===== src/rtl/core/tcbm_pkg.sv =====
// Shared types, constants and helpers for the connection best-match lookup.
// No dependencies; imported by every module of the block.
package tcbm_pkg;

	localparam int ADDR_W          = 32;
	localparam int PORT_W          = 16;
	localparam int MIDX_W          = 6;
	localparam int SCORE_W         = 5;
	localparam int TBL_ENTRIES_DEF = 64;

	localparam logic CMD_WRITE  = 1'b0;
	localparam logic CMD_LOOKUP = 1'b1;

	localparam logic [SCORE_W-1:0] FULL_SCORE = 5'd22;
	localparam logic [SCORE_W-1:0] COST_FADDR = 5'd8;
	localparam logic [SCORE_W-1:0] COST_FPORT = 5'd8;
	localparam logic [SCORE_W-1:0] COST_LNET  = 5'd1;
	localparam logic [SCORE_W-1:0] COST_LADDR = 5'd2;
	localparam logic [SCORE_W-1:0] COST_LPORT = 5'd4;

	typedef logic [ADDR_W-1:0]  addr_t;
	typedef logic [PORT_W-1:0]  port_t;
	typedef logic [SCORE_W-1:0] score_t;
	typedef logic [MIDX_W-1:0]  midx_t;

	// one connection, also used as the lookup key
	typedef struct packed {
		addr_t faddr;
		port_t fport;
		addr_t laddr;
		port_t lport;
	} entry_t;

	// table port controls from the sequencer
	typedef struct packed {
		logic ent_we;
		logic act_we;
		logic act_wd;
		logic re;
	} tbl_ctl_t;

	function automatic addr_t classful_net(input addr_t a);
		addr_t net;
		if (a[31] == 1'b0) begin
			net = a & 32'hFF00_0000;
		end else if (a[31:30] == 2'b10) begin
			net = a & 32'hFFFF_0000;
		end else if (a[31:29] == 3'b110) begin
			net = a & 32'hFFFF_FF00;
		end else begin
			net = a;
		end
		return net;
	endfunction

endpackage


===== src/rtl/core/tcbm_score.sv =====
// Scores one table entry against the lookup key with wildcard costs.
// Pure combinational. Depends on tcbm_pkg.
module tcbm_score import tcbm_pkg::*; (
	input  entry_t key,
	input  entry_t ent,
	input  logic   active,
	input  port_t  wildcard_port,
	output logic   hit,
	output score_t score
);

	addr_t  net;
	logic   reject;
	score_t cost;

	always_comb begin
		net    = classful_net(key.laddr);
		reject = 1'b0;
		cost   = '0;
		if (ent.faddr != key.faddr) begin
			if (ent.faddr != '0) reject = 1'b1;
			cost = cost + COST_FADDR;
		end
		if (ent.fport != key.fport) begin
			if (ent.fport != wildcard_port) reject = 1'b1;
			cost = cost + COST_FPORT;
		end
		// network-part test wins over the zero wildcard
		if (ent.laddr != key.laddr) begin
			if (ent.laddr == net) begin
				cost = cost + COST_LNET;
			end else if (ent.laddr != '0) begin
				reject = 1'b1;
			end else begin
				cost = cost + COST_LADDR;
			end
		end
		if (ent.lport != key.lport) begin
			if (ent.lport != wildcard_port) reject = 1'b1;
			cost = cost + COST_LPORT;
		end
		hit   = active && !reject;
		score = FULL_SCORE - cost;
	end

endmodule


===== config.mk =====
export PLATFORM = sky130hd
export DESIGN_NAME = tcbm_score
export DESIGN_NICKNAME = d
export VERILOG_FILES = /design/src/rtl/core/tcbm_pkg.sv /design/src/rtl/core/tcbm_score.sv
export SDC_FILE = /design/constraint.sdc
export NUM_CORES = 1
export LEC_CHECK = 0
export BUFFER_PORTS_ARGS = -buffer_cell sky130_fd_sc_hd__buf_4
export CORE_AREA = 3 3 82 84
export DETAILED_ROUTE_END_ITERATION = 7
export DIE_AREA = 0 0 85 87
export PLACE_DENSITY_LB_ADDON = 0.15
export SETUP_SLACK_MARGIN = 0.02
export SLEW_MARGIN = 20
export SYNTH_ARGS = -nofsm -noshare
export SYNTH_HDL_FRONTEND = slang
export SYNTH_SLANG_ARGS = --single-unit

===== constraint.sdc =====
create_clock -name vclk -period 1.55
set_input_delay 0.0775 -clock vclk [all_inputs]
set_output_delay 0.0775 -clock vclk [all_outputs]
set_load 0.01 [all_outputs]

==> results of run 1 <==
==> metal layers <==
metal | vias to the layer above | GRT usage | routed length (µm)
met4 | 0 | 0.0173 | 121
li1 | 1338 | - | -
met5 | - | 0 | 0
met2 | 126 | 0.410 | 4720
met3 | 10 | 0.0388 | 669
met1 | 1174 | 0.223 | 2940
==> power by group <==
| group | internal (µW) | switching, µW |
|---|---|---|
| Clock | 0 | 0 |
| Sequential | 0 | 0 |
| Combinational | 640 | 365 |
| Total | 640 | 365 |
==> layout make-up <==
cell class         count  area, µm²  share of cell area
multi-input cells    216       1920               0.482
well taps             75       93.8              0.0235
inverters             16       60.1              0.0151
repair buffers       246       1910               0.479
==> logic make-up (layout without fill, tap and decap cells) <==
| group | count (synthesis) | in the layout | synth area share |
|---|---|---|---|
| fa+ha+maj | 1 | 1 | 0.00703 |
| buf+inv | 17 | 262 | 0.0359 |
| xor+xnor | 113 | 113 | 0.556 |
| compound gates | 23 | 23 | 0.120 |
| simple gates | 79 | 79 | 0.281 |
==> per-stage QoR <==
step / util / std cells / area [µm²]
2_1_floorplan: - / 233 / 1780
3_3_place_gp: 0.615 / 549 / 3690
3_5_place_dp: 0.615 / 549 / 3690
4_1_cts: 0.635 / 552 / 3800
5_1_grt: 0.666 / 553 / 3990
6_report: 0.666 / 553 / 3990
==> how the worst min path moves through the flow <==
| stage | slack, ns | endpoint | startpoint | depth (start not counted) |
|---|---|---|---|---|
| 3_3_place_gp | 0.55 | score[0] | key[47] | 4 |
| 4_1_cts | 0.56 | score[2] | key[11] | 5 |
| 6_report | 0.55 | score[2] | key[11] | 5 |
| 3_5_place_dp | 0.55 | score[2] | key[11] | 5 |
| 2_1_floorplan | 0.31 | score[0] | key[47] | 2 |
| 5_1_grt | 0.61 | score[2] | key[11] | 5 |
==> cell usage after synthesis <==
library cell	count
xnor2_1	81
nor2b_1	9
nand4_1	26
a2111oi_2	3
a2111o_1	1
a21oi_1	1
nor2_1	1
a21o_2	1
and2b_4	1
inv_1	16
o2111ai_1	1
xor2_1	32
o41ai_1	1
a2111oi_4	1
nand3b_1	1
nand2_1	4
o22ai_1	8
nor4_2	2
and2b_1	1
o21ai_0	2
o21a_1	1
nor4_1	29
a22oi_2	1
o211a_1	1
nor2b_2	1
nand3_1	1
or2_2	1
ha_1	1
nand2b_1	1
a21o_1	1
clkbuf_1	1
nor3_1	1
==> what timing repair did <==
action,in CTS,in global routing
hold endpoints to repair,0,0
setup buffers,3,1
gates resized for setup,20,31
pin swaps,10,18
endpoints found under the setup margin,5,5
==> worst min-delay path, cell delays in order <==
cell and delay (ns):
buf_4 0.08, xnor2_1 0.06, nand4_1 0.06, nor4_1 0.06, buf_4 0.14
==> run summary, run 1 <==
Layout cell share with drive strength beyond 1: 0.577
N_diodes: 0
Die X: 85 µm
Clock buf count: 0
Critical Path Fanout Max: 3
Global-route usage over all layers: 0.202
Number of remaining DRC errors: 0
Worst vdd rail ir drop: 0.000157 V
CP delay by family, top: simple AND/OR/NAND/NOR gates
RePlAce Congestion: 0.874
Critical Path Slowest Stage Cell: nor4_4
Max transition margin: 0.717
Antenna-violating nets left: 0
Main area contributors after synthesis: xnor2_1, xor2_1, nor4_1, nand4_1, inv_1
CP Data Required Time: 1.47 ns
Crit path largest cell delay: 0.32 ns
Final hold slack: 0.555 ns
Critical Path Sink Type: output port
Synth-to-layout area growth: 124%
Total power per unit cell area: 252 nW/µm²
GRT overflow: 0
Crit path kind: in2out
Setup ws final: -0.216 ns
Nets: 690
Syn avg cell area: 7.64 µm²
Pre-CTS WS: -0.269 ns
Leading cell type in the layout, fill and taps excluded: buf_4
First-pass GRT wire length: 12.5 mm
IO Count: 215
Max cap viols: 0
Setup crit start kind: input port
RSZ-0062 raised after global routing: yes
Violation count after the first detailed-route iteration: 19
Max-slew violations: 0
Wirelength, routed: 8.45 mm
Synth top area share: 0.399
Routed vias: 2648
Initial antenna violation count: 0
Die area: 7400 µm²
Setup TNS Final: -0.596 ns
Final hold violations: 0
Most frequent cells in the layout: buf_4, xnor2_1, xor2_1, nand4_1, nor4_1
Setup crit end: hit
DP HPWL: 7.65 mm
CP bufs+invs: 2
FMAX: 0.566 GHz
Site row count: 28
Register area share after synthesis: 0
Reg area: 0 µm²
Failing checks: negative setup slack
HP Class: in2out
Drt via density: 4.79
Warnings from Yosys: 0
Pre-antenna DRT Iters: 4
Starting Density: 0.297
Distinct cells, synth: 32
Placeable Area: 5990 µm²
CP Depth: 8
Port Buffers: 215
Setup crit start: ent[20]
Fillers: 513
Slew @ Worst Pin: 0.421 ns
Leak Pwr: 0.00181 µW
Mapped Area: 1780 µm²
Status: finished, violations left
Vias in the first global route: 2816
DR WL/cell: 15.3 µm
CP cell instances: buf_4 > nor4_4 > nand4_1 > nand3b_1 > or2_4 > a22oi_2 > o211a_1 > buf_6
Hold buffers post-CTS: 0
Crit path DAT: 1.69 ns
Seq_cells: 0
Cells after synthesis: 233
Synth area leader: xnor2_1
Setup-failing EPs final: 4
Post-synthesis net count: 443
Largest net degree at the start of global routing: 5
Minimum clock period: 1.77 ns
Final period utilization: 1.14
Power, Total: 1010 µW
Die Y: 87 µm
Power figures use the tool's default switching activity.
==> run 2, diff against run 1 <==
--- a/config.mk
+++ b/config.mk
@@ -10,6 +10,7 @@
 export DETAILED_ROUTE_END_ITERATION = 7
 export DIE_AREA = 0 0 85 87
 export PLACE_DENSITY_LB_ADDON = 0.15
+export REMOVE_ABC_BUFFERS = 1
 export SETUP_SLACK_MARGIN = 0.02
 export SLEW_MARGIN = 20
 export SYNTH_ARGS = -nofsm -noshare
==> run 2 against run 1 <==
Compared with the run above:
- the flow still finishes with violations (negative setup slack)
- die area is the same
- routed wire length grew 0.95%
- critical path depth is the same
- power is essentially flat
- critical endpoint unchanged
==> run summary, run 2 (synthesis gave the netlist of run 1 again) <==
Wirelength, routed: 8.53 mm
Slew @ Worst Pin: 0.334 ns
Layout cell share with drive strength beyond 1: 0.581
HP Class: in2out
Status: finished, violations left
Worst hold stages: 5
Die area: 7400 µm²
Pint: 643 µW
Most frequent cells in the layout: buf_4, xnor2_1, xor2_1, nand4_1, nor4_1
Clock buf count: 0
Crit path kind: in2out
Nets: 694
Number of remaining DRC errors: 0
Leak Pwr: 0.00182 µW
Largest net degree at the start of global routing: 4
Setup crit start: ent[24]
Minimum clock period: 1.78 ns
FMAX: 0.563 GHz
Failing checks: negative setup slack
Drt via density: 4.81
Starting Density: 0.297
Critical Path Sink Type: output port
Sw frac: 0.361
Reg area: 0 µm²
Seq_cells: 0
Final hold violations: 0
Total power per unit cell area: 252 nW/µm²
Clock share of power: 0
Setup ws final: -0.226 ns
Max transition margin: 0.775
Leading cell type in the layout, fill and taps excluded: buf_4
Setup-failing EPs final: 4
Placeable Area: 5990 µm²
Routed vias: 2678
N_diodes: 0
Vias in the first global route: 3003
Fillers: 512
Port Buffers: 215
First-pass GRT wire length: 13.2 mm
Violation count after the first detailed-route iteration: 41
Pre-antenna DRT Iters: 4
Die X: 85 µm
Global-route usage over all layers: 0.214
Setup crit start kind: input port
DR WL/cell: 15.3 µm
Sequential share of power: 0
RSZ-0062 raised after global routing: yes
IO Count: 215
Final period utilization: 1.15
DP HPWL: 7.89 mm
Placed Cells: 555
CP Data Required Time: 1.47 ns
Worst vdd rail ir drop: 0.000163 V
Max-slew violations: 0
Site row count: 28
Initial antenna violation count: 0
Critical Path Fanout Max: 3
RePlAce Congestion: 0.855
Min-delay src: key[12]
Pre-CTS WS: -0.247 ns
Synth-to-layout area growth: 124%
Power, Total: 1010 µW
Hold EP: score[2]
Crit path DAT: 1.70 ns
Comb pwr share: 1.000
Die Y: 87 µm
Sw power: 363 µW
Antenna-violating nets left: 0
Layout Cells excl Fill: 557
Max cap viols: 0
GRT overflow: 0
## run 2: how the worst max path moves through the flow
stage	cells after the start	endpoint
3_5_place_dp	8	hit
3_3_place_gp	8	hit
6_report	8	hit
2_1_floorplan	6	hit
5_1_grt	8	hit
4_1_cts	8	hit
## run 2: layout make-up
type / instances / area [µm²] / share of cell area
timing repair buffer: 250 / 1930 / 0.484
tap: 75 / 93.8 / 0.0235
multi-input combinational: 216 / 1900 / 0.477
inverter: 16 / 60.1 / 0.0150
## run 2: worst max-delay path, stage by stage
cell       delay (ns)
buf_6            0.10
nor2b_4          0.11
a2111oi_2        0.37
nand4_1          0.19
a2111o_1         0.35
a22oi_2          0.19
o211a_1          0.19
buf_6            0.11
## run 2: metal layers
layer	part of all wire	routed length [µm]	up-vias	track usage
li1	-	-	1345	-
met5	0	0	-	0
met1	0.34	2890	1185	0.228
met4	0.024	205	0	0.0317
met3	0.087	738	18	0.0350
met2	0.55	4700	130	0.441
## run 2: per-stage QoR
step	instance area (µm²)	utilization	hold slack, ns	TNS, ns
final	3990	0.666	0.574	-0.544
after global routing	3990	0.666	0.605	-1.05
after detailed placement	3730	0.623	0.581	-0.767
after floorplan	1780	-	0.312	0
after CTS	3950	0.659	0.584	-0.425
after global placement	3730	0.623	0.559	-0.598
## run 2: what timing repair did
| item | in CTS | in global routing |
|---|---|---|
| hold endpoints to repair | 0 | 0 |
| pin swaps | 13 | 2 |
| endpoints found under the setup margin | 5 | 5 |
| gates resized for setup | 36 | 8 |
| setup buffers | 2 | 0 |
| hold buffers | 0 | 0 |
## run 2: power by group through the flow
stage | combinational, µW | sequential [µW] | clock, µW
3_5_place_dp | 944 | 0 | 0
4_1_cts | 998 | 0 | 0
2_1_floorplan | 324 | 0 | 0
3_3_place_gp | 931 | 0 | 0
6_report | 1010 | 0 | 0
5_1_grt | 1090 | 0 | 0
