`src/rtl/core/tcbm_pkg.sv`:
```
// Shared types, constants and helpers for the connection best-match lookup.
// No dependencies; imported by every module of the block.
package tcbm_pkg;

	localparam int ADDR_W          = 32;
	localparam int PORT_W          = 16;
	localparam int MIDX_W          = 6;
	localparam int SCORE_W         = 5;
	localparam int TBL_ENTRIES_DEF = 64;

	localparam logic CMD_WRITE  = 1'b0;
	localparam logic CMD_LOOKUP = 1'b1;

	localparam logic [SCORE_W-1:0] FULL_SCORE = 5'd22;
	localparam logic [SCORE_W-1:0] COST_FADDR = 5'd8;
	localparam logic [SCORE_W-1:0] COST_FPORT = 5'd8;
	localparam logic [SCORE_W-1:0] COST_LNET  = 5'd1;
	localparam logic [SCORE_W-1:0] COST_LADDR = 5'd2;
	localparam logic [SCORE_W-1:0] COST_LPORT = 5'd4;

	typedef logic [ADDR_W-1:0]  addr_t;
	typedef logic [PORT_W-1:0]  port_t;
	typedef logic [SCORE_W-1:0] score_t;
	typedef logic [MIDX_W-1:0]  midx_t;

	// one connection, also used as the lookup key
	typedef struct packed {
		addr_t faddr;
		port_t fport;
		addr_t laddr;
		port_t lport;
	} entry_t;

	// table port controls from the sequencer
	typedef struct packed {
		logic ent_we;
		logic act_we;
		logic act_wd;
		logic re;
	} tbl_ctl_t;

	function automatic addr_t classful_net(input addr_t a);
		addr_t net;
		if (a[31] == 1'b0) begin
			net = a & 32'hFF00_0000;
		end else if (a[31:30] == 2'b10) begin
			net = a & 32'hFFFF_0000;
		end else if (a[31:29] == 3'b110) begin
			net = a & 32'hFFFF_FF00;
		end else begin
			net = a;
		end
		return net;
	endfunction

endpackage

```
`src/rtl/core/tcbm_ctrl.sv`:
```
// Sequencer: clearing pass, write items, lookup scan with best-match tracking.
// Drives the table ports and the result strobe. Depends on tcbm_pkg.
module tcbm_ctrl import tcbm_pkg::*; #(
	parameter int TABLE_ENTRIES = TBL_ENTRIES_DEF,
	localparam int IDX_W = (TABLE_ENTRIES > 1) ? $clog2(TABLE_ENTRIES) : 1
) (
	input  logic             clk,
	input  logic             arst_n,
	input  logic             start,
	input  logic             cmd,
	input  logic [MIDX_W-1:0] entry_index,
	input  logic             entry_active,
	input  entry_t           key_in,
	input  logic             hit,
	input  score_t           score,
	output logic             busy,
	output entry_t           key_q,
	output tbl_ctl_t         tbl_ctl,
	output logic [IDX_W-1:0] wr_addr,
	output logic [IDX_W-1:0] rd_addr,
	output logic             done,
	output logic             found,
	output midx_t            match_index,
	output score_t           match_score
);

	typedef enum logic [1:0] {
		ST_CLEAR,
		ST_IDLE,
		ST_SCAN
	} state_t;

	localparam logic [IDX_W-1:0] LAST = IDX_W'(TABLE_ENTRIES - 1);

	state_t           state_q;
	logic [IDX_W-1:0] ptr_q;
	logic             issue_q;
	logic             valid_s1;
	logic [IDX_W-1:0] idx_s1;
	logic             best_found_q;
	logic [IDX_W-1:0] best_idx_q;
	score_t           best_score_q;
	logic             done_q;
	logic             found_q;
	midx_t            match_index_q;
	score_t           match_score_q;

	logic             accept;
	logic             in_range;
	logic             wr_en;
	logic             full;
	logic             take;
	logic             finish;
	logic             nb_found;
	logic [IDX_W-1:0] nb_idx;
	score_t           nb_score;

	assign accept   = start && (state_q == ST_IDLE);
	assign in_range = 32'(entry_index) < 32'(TABLE_ENTRIES);
	assign wr_en    = accept && (cmd == CMD_WRITE) && in_range;

	always_comb begin
		tbl_ctl.ent_we = wr_en;
		tbl_ctl.act_we = wr_en || (state_q == ST_CLEAR);
		tbl_ctl.act_wd = (state_q == ST_CLEAR) ? 1'b0 : entry_active;
		tbl_ctl.re     = (state_q == ST_SCAN) && issue_q;
		wr_addr        = (state_q == ST_CLEAR) ? ptr_q : IDX_W'(entry_index);
		rd_addr        = ptr_q;
	end

	// best-so-far update for the entry read last cycle; a later tie wins
	assign full   = hit && (score == FULL_SCORE);
	assign take   = (state_q == ST_SCAN) && valid_s1 && hit &&
		(full || !best_found_q || (score >= best_score_q));
	assign finish = (state_q == ST_SCAN) && valid_s1 && (full || (idx_s1 == LAST));

	always_comb begin
		nb_found = best_found_q;
		nb_idx   = best_idx_q;
		nb_score = best_score_q;
		if (take) begin
			nb_found = 1'b1;
			nb_idx   = idx_s1;
			nb_score = score;
		end
	end

	always_ff @(posedge clk or negedge arst_n) begin
		if (!arst_n) begin
			state_q       <= ST_CLEAR;
			ptr_q         <= '0;
			issue_q       <= 1'b0;
			valid_s1      <= 1'b0;
			best_found_q  <= 1'b0;
			best_idx_q    <= '0;
			best_score_q  <= '0;
			done_q        <= 1'b0;
			found_q       <= 1'b0;
			match_index_q <= '0;
			match_score_q <= '0;
		end else begin
			done_q <= 1'b0;
			unique case (state_q)
				ST_CLEAR: begin
					if (ptr_q == LAST) begin
						ptr_q   <= '0;
						state_q <= ST_IDLE;
					end else begin
						ptr_q <= ptr_q + 1'b1;
					end
				end
				ST_IDLE: begin
					if (accept) begin
						if (cmd == CMD_LOOKUP) begin
							state_q      <= ST_SCAN;
							ptr_q        <= '0;
							issue_q      <= 1'b1;
							valid_s1     <= 1'b0;
							best_found_q <= 1'b0;
							best_idx_q   <= '0;
							best_score_q <= '0;
						end else begin
							done_q        <= 1'b1;
							found_q       <= 1'b0;
							match_index_q <= '0;
							match_score_q <= '0;
						end
					end
				end
				ST_SCAN: begin
					best_found_q <= nb_found;
					best_idx_q   <= nb_idx;
					best_score_q <= nb_score;
					if (finish) begin
						// drop the read still in flight after an exact match
						state_q       <= ST_IDLE;
						issue_q       <= 1'b0;
						valid_s1      <= 1'b0;
						done_q        <= 1'b1;
						found_q       <= nb_found;
						match_index_q <= MIDX_W'(nb_idx);
						match_score_q <= nb_score;
					end else begin
						valid_s1 <= issue_q;
						if (issue_q) begin
							if (ptr_q == LAST) begin
								issue_q <= 1'b0;
							end else begin
								ptr_q <= ptr_q + 1'b1;
							end
						end
					end
				end
				default: begin
					state_q <= ST_IDLE;
				end
			endcase
		end
	end

	always_ff @(posedge clk) begin
		if (accept && (cmd == CMD_LOOKUP)) begin
			key_q <= key_in;
		end
		if ((state_q == ST_SCAN) && issue_q) begin
			idx_s1 <= ptr_q;
		end
	end

	assign busy        = (state_q != ST_IDLE);
	assign done        = done_q;
	assign found       = found_q;
	assign match_index = match_index_q;
	assign match_score = match_score_q;

endmodule

```
`config.mk`:
```
export PLATFORM = sky130hd
export DESIGN_NAME = tcbm_ctrl
export DESIGN_NICKNAME = d
export VERILOG_FILES = /design/src/rtl/core/tcbm_pkg.sv /design/src/rtl/core/tcbm_ctrl.sv
export SDC_FILE = /design/constraint.sdc
export NUM_CORES = 1
export LEC_CHECK = 0
export BUFFER_PORTS_ARGS = -buffer_cell sky130_fd_sc_hd__buf_2
export CAP_MARGIN = 15
export CORE_AREA = 8 8 122 124
export DETAILED_ROUTE_END_ITERATION = 12
export DIE_AREA = 0 0 130 132
export PLACE_DENSITY = 0.75
export SYNTH_ARGS = -nofsm -noshare
export SYNTH_HDL_FRONTEND = slang
export SYNTH_SLANG_ARGS = --single-unit
export TNS_END_PERCENT = 30
```
`constraint.sdc`:
```
create_clock -name clk -period 5.1 [get_ports clk]
set_clock_uncertainty 0.1 [all_clocks]
set_input_delay 1.53 -clock clk [delete_from_list [all_inputs] [get_ports clk]]
set_output_delay 1.53 -clock clk [all_outputs]
set_load 0.01 [all_outputs]
```
==> results of run 1 <==
cells by family after synthesis:
group | share of synthesized area
AO/OA/AOI/OAI | 0.0893
adder cells (fa/ha/maj) | 0.0234
buffers and inverters | 0.0318
flip-flops | 0.736
multiplexers | 0.0145
AND/OR/NAND/NOR | 0.105
placed cells by master (no fill, tap or decap), drive strengths merged, types with 7 or more instances in the layout:
cell type / count
buf: 243
clkbuf: 17
dfrtp: 35
edfxtp: 102
ha: 10
inv: 31
nand2: 40
nand3: 21
nor2: 8
nor3: 7
nor4: 11
o211ai: 7
o21ai: 17
o221ai: 11
or3: 7
Yosys cell counts (3+ instances only):
| cell | count |
|---|---|
| nand2_1 | 40 |
| mux2_2 | 6 |
| nor2b_1 | 3 |
| nand3_1 | 21 |
| ha_1 | 10 |
| clkbuf_1 | 13 |
| nor2_1 | 7 |
| inv_1 | 24 |
| a21oi_1 | 4 |
| o211ai_1 | 7 |
| edfxtp_1 | 102 |
| nor4_1 | 11 |
| or3_1 | 6 |
| o221ai_2 | 9 |
| o21ai_0 | 16 |
| nand2b_1 | 3 |
| dfrtp_1 | 35 |
| nor3_1 | 7 |
| and3_1 | 5 |
metrics by stage:
step	utilization	cell area (sq um)	setup slack [ns]	cells	hold WS, ns
final	0.561	7280	1.12	796	0.380
after global routing	0.561	7280	0.924	796	0.413
after CTS	0.561	7280	1.10	796	0.388
after detailed placement	0.518	6730	1.38	764	0.374
after global placement	0.518	6730	1.44	764	0.365
after floorplan	-	5350	0.469	362	0.356
path summary, 6_finish.rpt:
| kind | start | end | slack, ns | depth (start not counted) |
|---|---|---|---|---|
| worst min-delay path | found | found | 0.38 | 2 |
| max in group asynchronous | arst_n | match_score[3] | 3.27 | 1 |
| worst max-delay path | state_q[0] | tbl_ctl[0] | 1.12 | 6 |
| min in group asynchronous | arst_n | rd_addr[3] | 1.11 | 1 |
| worst min register to register | found | found | 0.38 | 2 |
| worst max register to register | state_q[0] | match_index[1] | 2.16 | 9 |
critical path: stages, from the launching register on:
cell,delay (ns)
dfrtp_1,0.41
inv_1,0.09
ha_1,0.15
buf_4,0.25
inv_1,0.27
nor2_1,0.52
buf_2,0.25
routing by layer:
metal  part of all wire  global-route usage  up-vias
met5                  0                   0        -
met4              0.013              0.0549        0
met3              0.094              0.0554       19
met2               0.52               0.299      187
met1               0.38               0.183     1919
li1                   -                   -     1852
power groups by stage:
stage	sequential (mW)	combinational, mW	clock, mW
after CTS	1.39	0.634	1.16
after floorplan	1.47	0.330	0
after global placement	1.41	0.608	0
after detailed placement	1.42	0.632	0
final	1.39	0.626	1.13
after global routing	1.40	0.687	1.21
cell type report:
type                       count  area, sq um
inverter                      24         90.1
tap                          176          220
timing repair buffer         243         1230
fill                        1058         5700
clock inverter                15          131
clock buffer                  17          425
multi-input combinational    184         1250
sequential                   137         3940
flip-flops by register name, indices dropped and copies added (netlist names):
signal / cells
best_found_q: 1
best_idx_q: 6
best_score_q: 5
done: 1
found: 1
idx_s1: 6
issue_q: 1
key_q: 96
match_index: 6
match_score: 5
rd_addr: 6
state_q: 2
valid_s1: 1
==> metrics.md, run 1 <==
| Metric | Value |
|---|---|
| Crit path required time | 3.47 ns |
| Share of cells above drive strength 1 | 0.481 |
| Routed via count | 3977 |
| Worst Path Max Fanout | 21 |
| Total CTS buffers | 17 |
| RSZ-0062 raised after global routing | false |
| Number of setup violations in the final report | 0 |
| Total wire length | 14800 microns |
| Io pins | 239 |
| First-pass GRT wire length | 22100 microns |
| Antenna diodes | 0 |
| Worst skew pair latency | 0.41 ns |
| Critical Path Source Type | register |
| Setup CP Type | register to output pin |
| Via/cell ratio | 5.00 |
| CTS Sinks | 137 |
| Initial Utilization | 0.412 |
| Routability-driven placement congestion ratio | 0.858 |
| Port-buffer cells | 238 |
| Total gr overflow | 0 |
| Post-CTS Hold Buffers | 0 |
| Root buffer cell | clkbuf_16 |
| Setup repair bufs after CTS | 0 |
| Number of synthesized flops with an enable pin | 102 |
| Synth async-reset ratio | 0.255 |
| Syn Area/Cell | 14.8 sq um |
| Area delta synth->final | 36.1% |
| Post-Syn Area | 0.00535 sq mm |
| Core area | 0.0130 sq mm |
| Slew of the pin with the lowest slew margin | 0.996 ns |
| Switching Share | 0.300 |
| Setup_tns | 0 ns |
| Tcrit/Tclk final | 0.781 |
| Achievable Freq | 0.251 GHz |
| DIE AREA | 0.0172 sq mm |
| Initial antenna violation count | 0 |
| Post-synth top flop | edfxtp_1 |
| Final HPWL DP | 11500 microns |
| Remaining DRCs | 0 |
| Yosys top cell area share | 0.572 |
| Int Pwr | 2.21 mW |
| Die height | 132 microns |
| Layout Nets | 730 |
| H-tree lvl count | 4 |
| GRT Overall Usage | 0.168 |
| CTS resizes | 0 |
| Synth Net Count | 485 |
| Mapped Cells | 362 |
| Longest Clk Path Bufs | 2 |
| Leak | 3.16 nW |
| DRT Pass-1 Iters | 5 |
| Largest net degree at the start of global routing | 42 |
| Relative slew slack | 0.336 |
| Worst hold path class | register to register |
| Part of the power in registers | 0.442 |
| Synth Warn # | 0 |
| Seq/Total Area, Yosys | 0.736 |
| Max_cap viols | 0 |
| Die X | 130 microns |
| Clock power frac | 0.359 |
| Worst endpoint data arrival time | 2.35 ns |
| Slew Limit Fails | 0 |
| CTS tree | yes |
| Endpoints failing hold | 0 |
| 1st-iter DRT viols | 240 |
| Yosys top cell by area | edfxtp_1 |
| Register bit total from synthesis | 137 |
| Post-layout min period | 3.98 ns |
| Worst vdd ir | 0.307 mV |
| Pwr Total | 3.15 mW |
| Number of cell rows | 42 |
| Status | finished clean |
| Most area-consuming cells after synthesis | edfxtp_1, dfrtp_1, nand2_1 |
| Pwr dens | 432 mW/mm^2 |
| Clk slew on worst S/H paths | 0.06 ns |
| Routed wire per std cell | 18.5 microns |
| Routed Antenna Nets | 0 |
| Logic gate share of total power | 0.199 |
| P_sw | 0.944 mW |
| Distinct cells, synth | 47 |
| Vias in the first global route | 4017 |
| Crit. End Element | output pin |
Power figures use the tool's default switching activity.
==> inputs of run 2 (changes only) <==
Settings changed: CORE_AREA 8 8 122 124 to 8 8 116 118, DIE_AREA 0 0 130 132 to 0 0 124 126, PLACE_DENSITY 0.75 to 0.79.
Clock period 5.1 ns to 3.85 ns, I/O delays scaled along.
==> metrics.md, run 2 (synthesis results as in run 1) <==
| Metric | Value |
|---|---|
| Worst endpoint data arrival time | 1.88 ns (-0.47 ns) |
| Biggest register | key_q |
| Pwr Total | 4.39 mW (+39%) |
| Area delta synth->final | 37.9% |
| Clk slew on worst S/H paths | 0.06 ns (about the same) |
| Routability-driven placement congestion ratio | 0.884 (+3.0%) |
| Share of cells above drive strength 1 | 0.478 (-0.00225) |
| Cell Chain, Critical Path | inv_1 > ha_1 > buf_4 > inv_1 > buf_4 > nor2_1 > buf_2 |
| Total wire length | 15500 microns (+5.2%) |
| Tcrit/Tclk final | 0.814 |
| Post-CTS Hold Buffers | 0 (unchanged) |
| Worst hold path class | register to register |
| Core area | 0.0117 sq mm (-9.8%) |
| Relative slew slack | 0.446 (+0.110) |
| Worst Path Max Fanout | 21 (unchanged) |
| Routed via count | 3996 (+0.48%) |
| CTS Sinks | 137 (unchanged) |
| H-tree lvl count | 4 (unchanged) |
| Total gr overflow | 0 (unchanged) |
| Crit path required time | 2.59 ns (-0.88 ns) |
| Initial Utilization | 0.457 (+0.0447) |
| Clock power frac | 0.380 (+0.021) |
| Io pins | 239 (unchanged) |
| Slew Limit Fails | 0 (unchanged) |
| Total CTS buffers | 17 (unchanged) |
| Remaining DRCs | 0 (unchanged) |
| Max reg flops | 96 (unchanged) |
| Switching Share | 0.275 (-0.0247) |
| Worst vdd ir | 0.493 mV (+61%) |
| Max_cap viols | 0 (unchanged) |
| Die height | 126 microns (-4.5%) |
| Number of cell rows | 40 (-4.8%) |
| Longest Clk Path Bufs | 2 (unchanged) |
| Setup_tns | 0 ns (unchanged) |
| Routed wire per std cell | 20.1 microns (+8.5%) |
| Vias in the first global route | 4050 (+0.82%) |
| Filler Cell Count | 884 (-16%) |
| Leak | 3.21 nW (+1.4%) |
| GRT Overall Usage | 0.196 (+0.0278) |
| CTS tree | yes |
| Endpoints failing hold | 0 (unchanged) |
| Crit-path slowest cell | dfrtp_1 |
| Port-buffer cells | 238 (unchanged) |
| P_sw | 1.21 mW (+28%) |
| Initial antenna violation count | 0 (unchanged) |
| Critical Path Source Type | register |
| Largest net degree at the start of global routing | 47 (+12%) |
| Layout Nets | 735 (+0.68%) |
| RSZ-0062 raised after global routing | false |
| Most frequent cells in the layout | buf_2, edfxtp_1, nand2_1 |
| Status | finished clean |
| Routed Antenna Nets | 0 (unchanged) |
| First-pass GRT wire length | 23100 microns (+4.4%) |
| Worst skew pair latency | 0.42 ns (about the same) |
| 1st-iter DRT viols | 354 (+48%) |
| DRT Pass-1 Iters | 5 (unchanged) |
| Die X | 124 microns (-4.6%) |
| Most common cell after layout, fill and taps aside | buf_2 |
| CTS resizes | 0 (unchanged) |
| Post-layout min period | 3.14 ns |
| Logic gate share of total power | 0.199 (about the same) |
| Setup CP Type | register to output pin |
| Int Pwr | 3.18 mW (+44%) |
| Antenna diodes | 0 (unchanged) |
| Part of the power in registers | 0.421 (-0.021) |
| Pwr dens | 595 mW/mm^2 (+38%) |
| Final HPWL DP | 12000 microns (+4.6%) |
| Largest stage delay on the critical path | 0.41 ns (-0.11 ns) |
| Crit. End Element | output pin |
| Slew of the pin with the lowest slew margin | 0.832 ns (-0.164 ns) |
| Achievable Freq | 0.319 GHz |
| Setup repair bufs after CTS | 0 (unchanged) |
| Number of setup violations in the final report | 0 (unchanged) |
| Root buffer cell | clkbuf_16 |
| Via/cell ratio | 5.18 (+3.6%) |
| DIE AREA | 0.0156 sq mm (-9.0%) |
## run 2: per-stage QoR
stage / hold slack [ns] / cell area (sq um) / cells / worst slack [ns] / utilization
after global placement: 0.363 / 6770 / 740 / 0.791 / 0.578
after detailed placement: 0.374 / 6770 / 740 / 0.730 / 0.578
final: 0.385 / 7380 / 772 / 0.715 / 0.630
after floorplan: 0.356 / 5360 / 362 / 0.660 / -
after CTS: 0.391 / 7380 / 772 / 0.709 / 0.630
after global routing: 0.421 / 7380 / 772 / 0.621 / 0.630
## run 2: critical path: cells and delay by family, from the launching register on
kind          cells  cell delay [ns]
fa+ha+maj         1             0.14
simple gates      1             0.17
flops             1             0.41
buf+inv           5             0.75
## run 2: metal layers
layer  part of all wire  up-vias  track usage
met1               0.35     1910        0.203
met5                  0        -            0
met3               0.12       24       0.0822
met2               0.52      198        0.339
li1                   -     1864            -
met4              0.019        0       0.0805
## run 2: final cells by class
type                       instances  area (sq um)  area share
multi-input combinational        184          1250       0.169
sequential                       137          3940       0.534
timing repair buffer             248          1300       0.177
clock buffer                      20           437      0.0592
inverter                          24          90.1      0.0122
clock inverter                    12           174      0.0236
tap                              147           184      0.0249
## run 2: final timing paths
| kind | from | to | slack [ns] | cells past startpoint |
|---|---|---|---|---|
| min | match_index[5] | match_index[5] | 0.38 | 2 |
| min reg2reg | match_index[5] | match_index[5] | 0.38 | 2 |
| max in group asynchronous | arst_n | match_index[2] | 2.38 | 1 |
| max reg2reg | state_q[0] | found | 1.33 | 9 |
| max | state_q[0] | tbl_ctl[0] | 0.71 | 7 |
| min in group asynchronous | arst_n | match_score[2] | 0.74 | 1 |
## run 2: power by group through the flow
| stage | logic [mW] | registers, mW | clock network [mW] |
|---|---|---|---|
| 2_1_floorplan | 0.441 | 1.94 | 0 |
| 3_3_place_gp | 0.846 | 1.87 | 0 |
| 3_5_place_dp | 0.875 | 1.88 | 0 |
| 4_1_cts | 0.877 | 1.85 | 1.69 |
| 5_1_grt | 0.953 | 1.86 | 1.75 |
| 6_report | 0.873 | 1.85 | 1.67 |
==> inputs of run 3 (changes only) <==
Settings changed: CORE_AREA 8 8 116 118 to 8 8 122 124, DIE_AREA 0 0 124 126 to 0 0 130 132, PLACE_DENSITY 0.79 to 0.75.
Clock period 3.85 ns to 2.7 ns, I/O delays scaled along.
==> metrics.md, run 3 (synthesis results as in run 1) <==
| Metric | Value |
|---|---|
| Status | finished clean |
| Endpoints failing hold | 0 (unchanged) |
| Total CTS buffers | 17 (unchanged) |
| Die X | 130 microns (+4.8%) |
| Cell family with most CP delay | buffers and inverters |
| Port-buffer cells | 238 (unchanged) |
| Worst hold path class | register to register |
| Setup_tns | 0 ns (unchanged) |
| Initial Utilization | 0.412 (-0.0447) |
| Place WS | -0.207 ns (-0.936 ns) |
| Most common cell after layout, fill and taps aside | buf_2 |
| Post-layout min period | 2.58 ns |
| Slew Limit Fails | 0 (unchanged) |
| Remaining DRCs | 0 (unchanged) |
| Total gr overflow | 0 (unchanged) |
| Largest net degree at the start of global routing | 44 (-6.4%) |
| Critical Path Source Type | register |
| Root buffer cell | clkbuf_16 |
| Worst skew pair latency | 0.41 ns (about the same) |
| Longest Clk Path Bufs | 2 (unchanged) |
| DIE AREA | 0.0172 sq mm (+9.8%) |
| Most frequent cells in the layout | buf_2, edfxtp_1, nand2_1 |
| RSZ-0062 raised after global routing | false |
| Largest stage delay on the critical path | 0.41 ns (about the same) |
| Leak | 3.28 nW (+2.5%) |
| Share of cells above drive strength 1 | 0.498 (+0.0192) |
| Number of cell rows | 42 (+5.0%) |
| Layout Nets | 745 (+1.4%) |
| 1st-iter DRT viols | 298 (-16%) |
| Core area | 0.0130 sq mm (+11%) |
| GRT Overall Usage | 0.174 (-0.0222) |
| Total wire length | 15200 microns (-2.3%) |
| Routability-driven placement congestion ratio | 0.937 (+6.0%) |
| H-tree lvl count | 4 (unchanged) |
| DRT Pass-1 Iters | 4 (-1) |
| CTS tree | yes |
| Biggest register | key_q |
| Max reg flops | 96 (unchanged) |
| Via/cell ratio | 4.93 (-4.8%) |
| Pwr dens | 857 mW/mm^2 (+44%) |
| Clk slew on worst S/H paths | 0.06 ns (about the same) |
| Max_cap viols | 0 (unchanged) |
| Tcrit/Tclk final | 0.955 |
| Routed Antenna Nets | 0 (unchanged) |
| Area delta synth->final | 41.1% |
| Achievable Freq | 0.388 GHz |
| Crit-path slowest cell | dfrtp_1 |
| Routed via count | 4002 (+0.15%) |
| CP Buf/Inv Count | 3 (-2) |
| Crit. End Element | output pin |
| Cell Chain, Critical Path | inv_1 > ha_1 > clkinvlp_4 > nor2_2 > buf_2 |
| Min setup slack post-route | 0.123 ns (-0.592 ns) |
| Worst endpoint data arrival time | 1.67 ns (-0.21 ns) |
| Io pins | 239 (unchanged) |
| Relative slew slack | 0.379 (-0.0667) |
| First-pass GRT wire length | 22600 microns (-2.2%) |
| Setup CP Type | register to output pin |
| Routed wire per std cell | 18.7 microns (-7.1%) |
| Final hold slack | 0.377 ns (-0.00773 ns) |
| CTS Sinks | 137 (unchanged) |
| Slew of the pin with the lowest slew margin | 0.931 ns (+0.0991 ns) |
| Worst vdd ir | 0.518 mV (+5.0%) |
| Final HPWL DP | 11700 microns (-2.1%) |
| Pwr Total | 6.47 mW (+47%) |
| Crit path required time | 1.79 ns (-0.80 ns) |
| Initial antenna violation count | 2 (+2) |
| Vias in the first global route | 4057 (+0.17%) |
| Number of setup violations in the final report | 0 (unchanged) |
| Worst Path Max Fanout | 4 (-81%) |
| Finished Core Util | 0.582 (-0.0482) |
| Die height | 132 microns (+4.8%) |
## run 3: layer usage
layer | part of all wire | vias to the layer above | global-route usage
met5 | 0.00059 | - | 0
li1 | - | 1877 | -
met3 | 0.11 | 23 | 0.0667
met2 | 0.52 | 196 | 0.307
met4 | 0.020 | 2 | 0.0671
met1 | 0.35 | 1904 | 0.181
## run 3: through the flow
step	instance area (sq um)	std cells
2_1_floorplan	5380	362
6_report	7550	812
3_3_place_gp	6840	773
5_1_grt	7550	812
4_1_cts	7490	805
3_5_place_dp	6840	773
## run 3: cell type report
| cell class | count | area (sq um) |
|---|---|---|
| clock buffers | 19 | 433 |
| diodes | 1 | 2.50 |
| fillers | 1030 | 5430 |
| clock inverters | 13 | 215 |
| well taps | 176 | 220 |
| multi-input cells | 184 | 1280 |
| flip-flops and latches | 137 | 3940 |
| inverters | 24 | 93.8 |
| repair buffers | 258 | 1370 |
## run 3: repair_timing
| item | 4_1_cts | 5_1_grt |
|---|---|---|
| cloned | 0 | 0 |
| resized for setup | 1 | 3 |
| hold buffers | 0 | 0 |
| hold endpoints to repair | 0 | 0 |
| buffers inserted | 0 | 6 |
| endpoints found under the setup margin | 7 | 7 |
## run 3: power breakdown
part | leakage (nW) | switching, mW | internal, mW
Clock | 0.313 | 0.881 | 1.65
Sequential | 1.42 | 0.0945 | 2.54
Combinational | 1.56 | 0.789 | 0.519
## run 3: final timing paths
kind	from	end	slack, ns	depth (start not counted)
min in group asynchronous	arst_n	rd_addr[5]	0.39	1
hold / removal	match_index[5]	match_index[5]	0.38	2
hold reg to reg	match_index[5]	match_index[5]	0.38	2
setup reg to reg	state_q[0]	match_score[1]	0.24	11
max in group asynchronous	arst_n	match_score[0]	1.59	1
setup / recovery	state_q[0]	tbl_ctl[0]	0.12	5
## run 3: worst reg2reg max path, cell delays in order, from the launching register on
cell and delay (ns):
dfrtp_1 0.41, inv_1 0.14, ha_1 0.26, clkinvlp_4 0.15, buf_4 0.18, buf_4 0.13, a221oi_2 0.25, buf_4 0.25
buf_4 0.18, nor4_1 0.06, nand3_1 0.09, o211ai_1 0.10
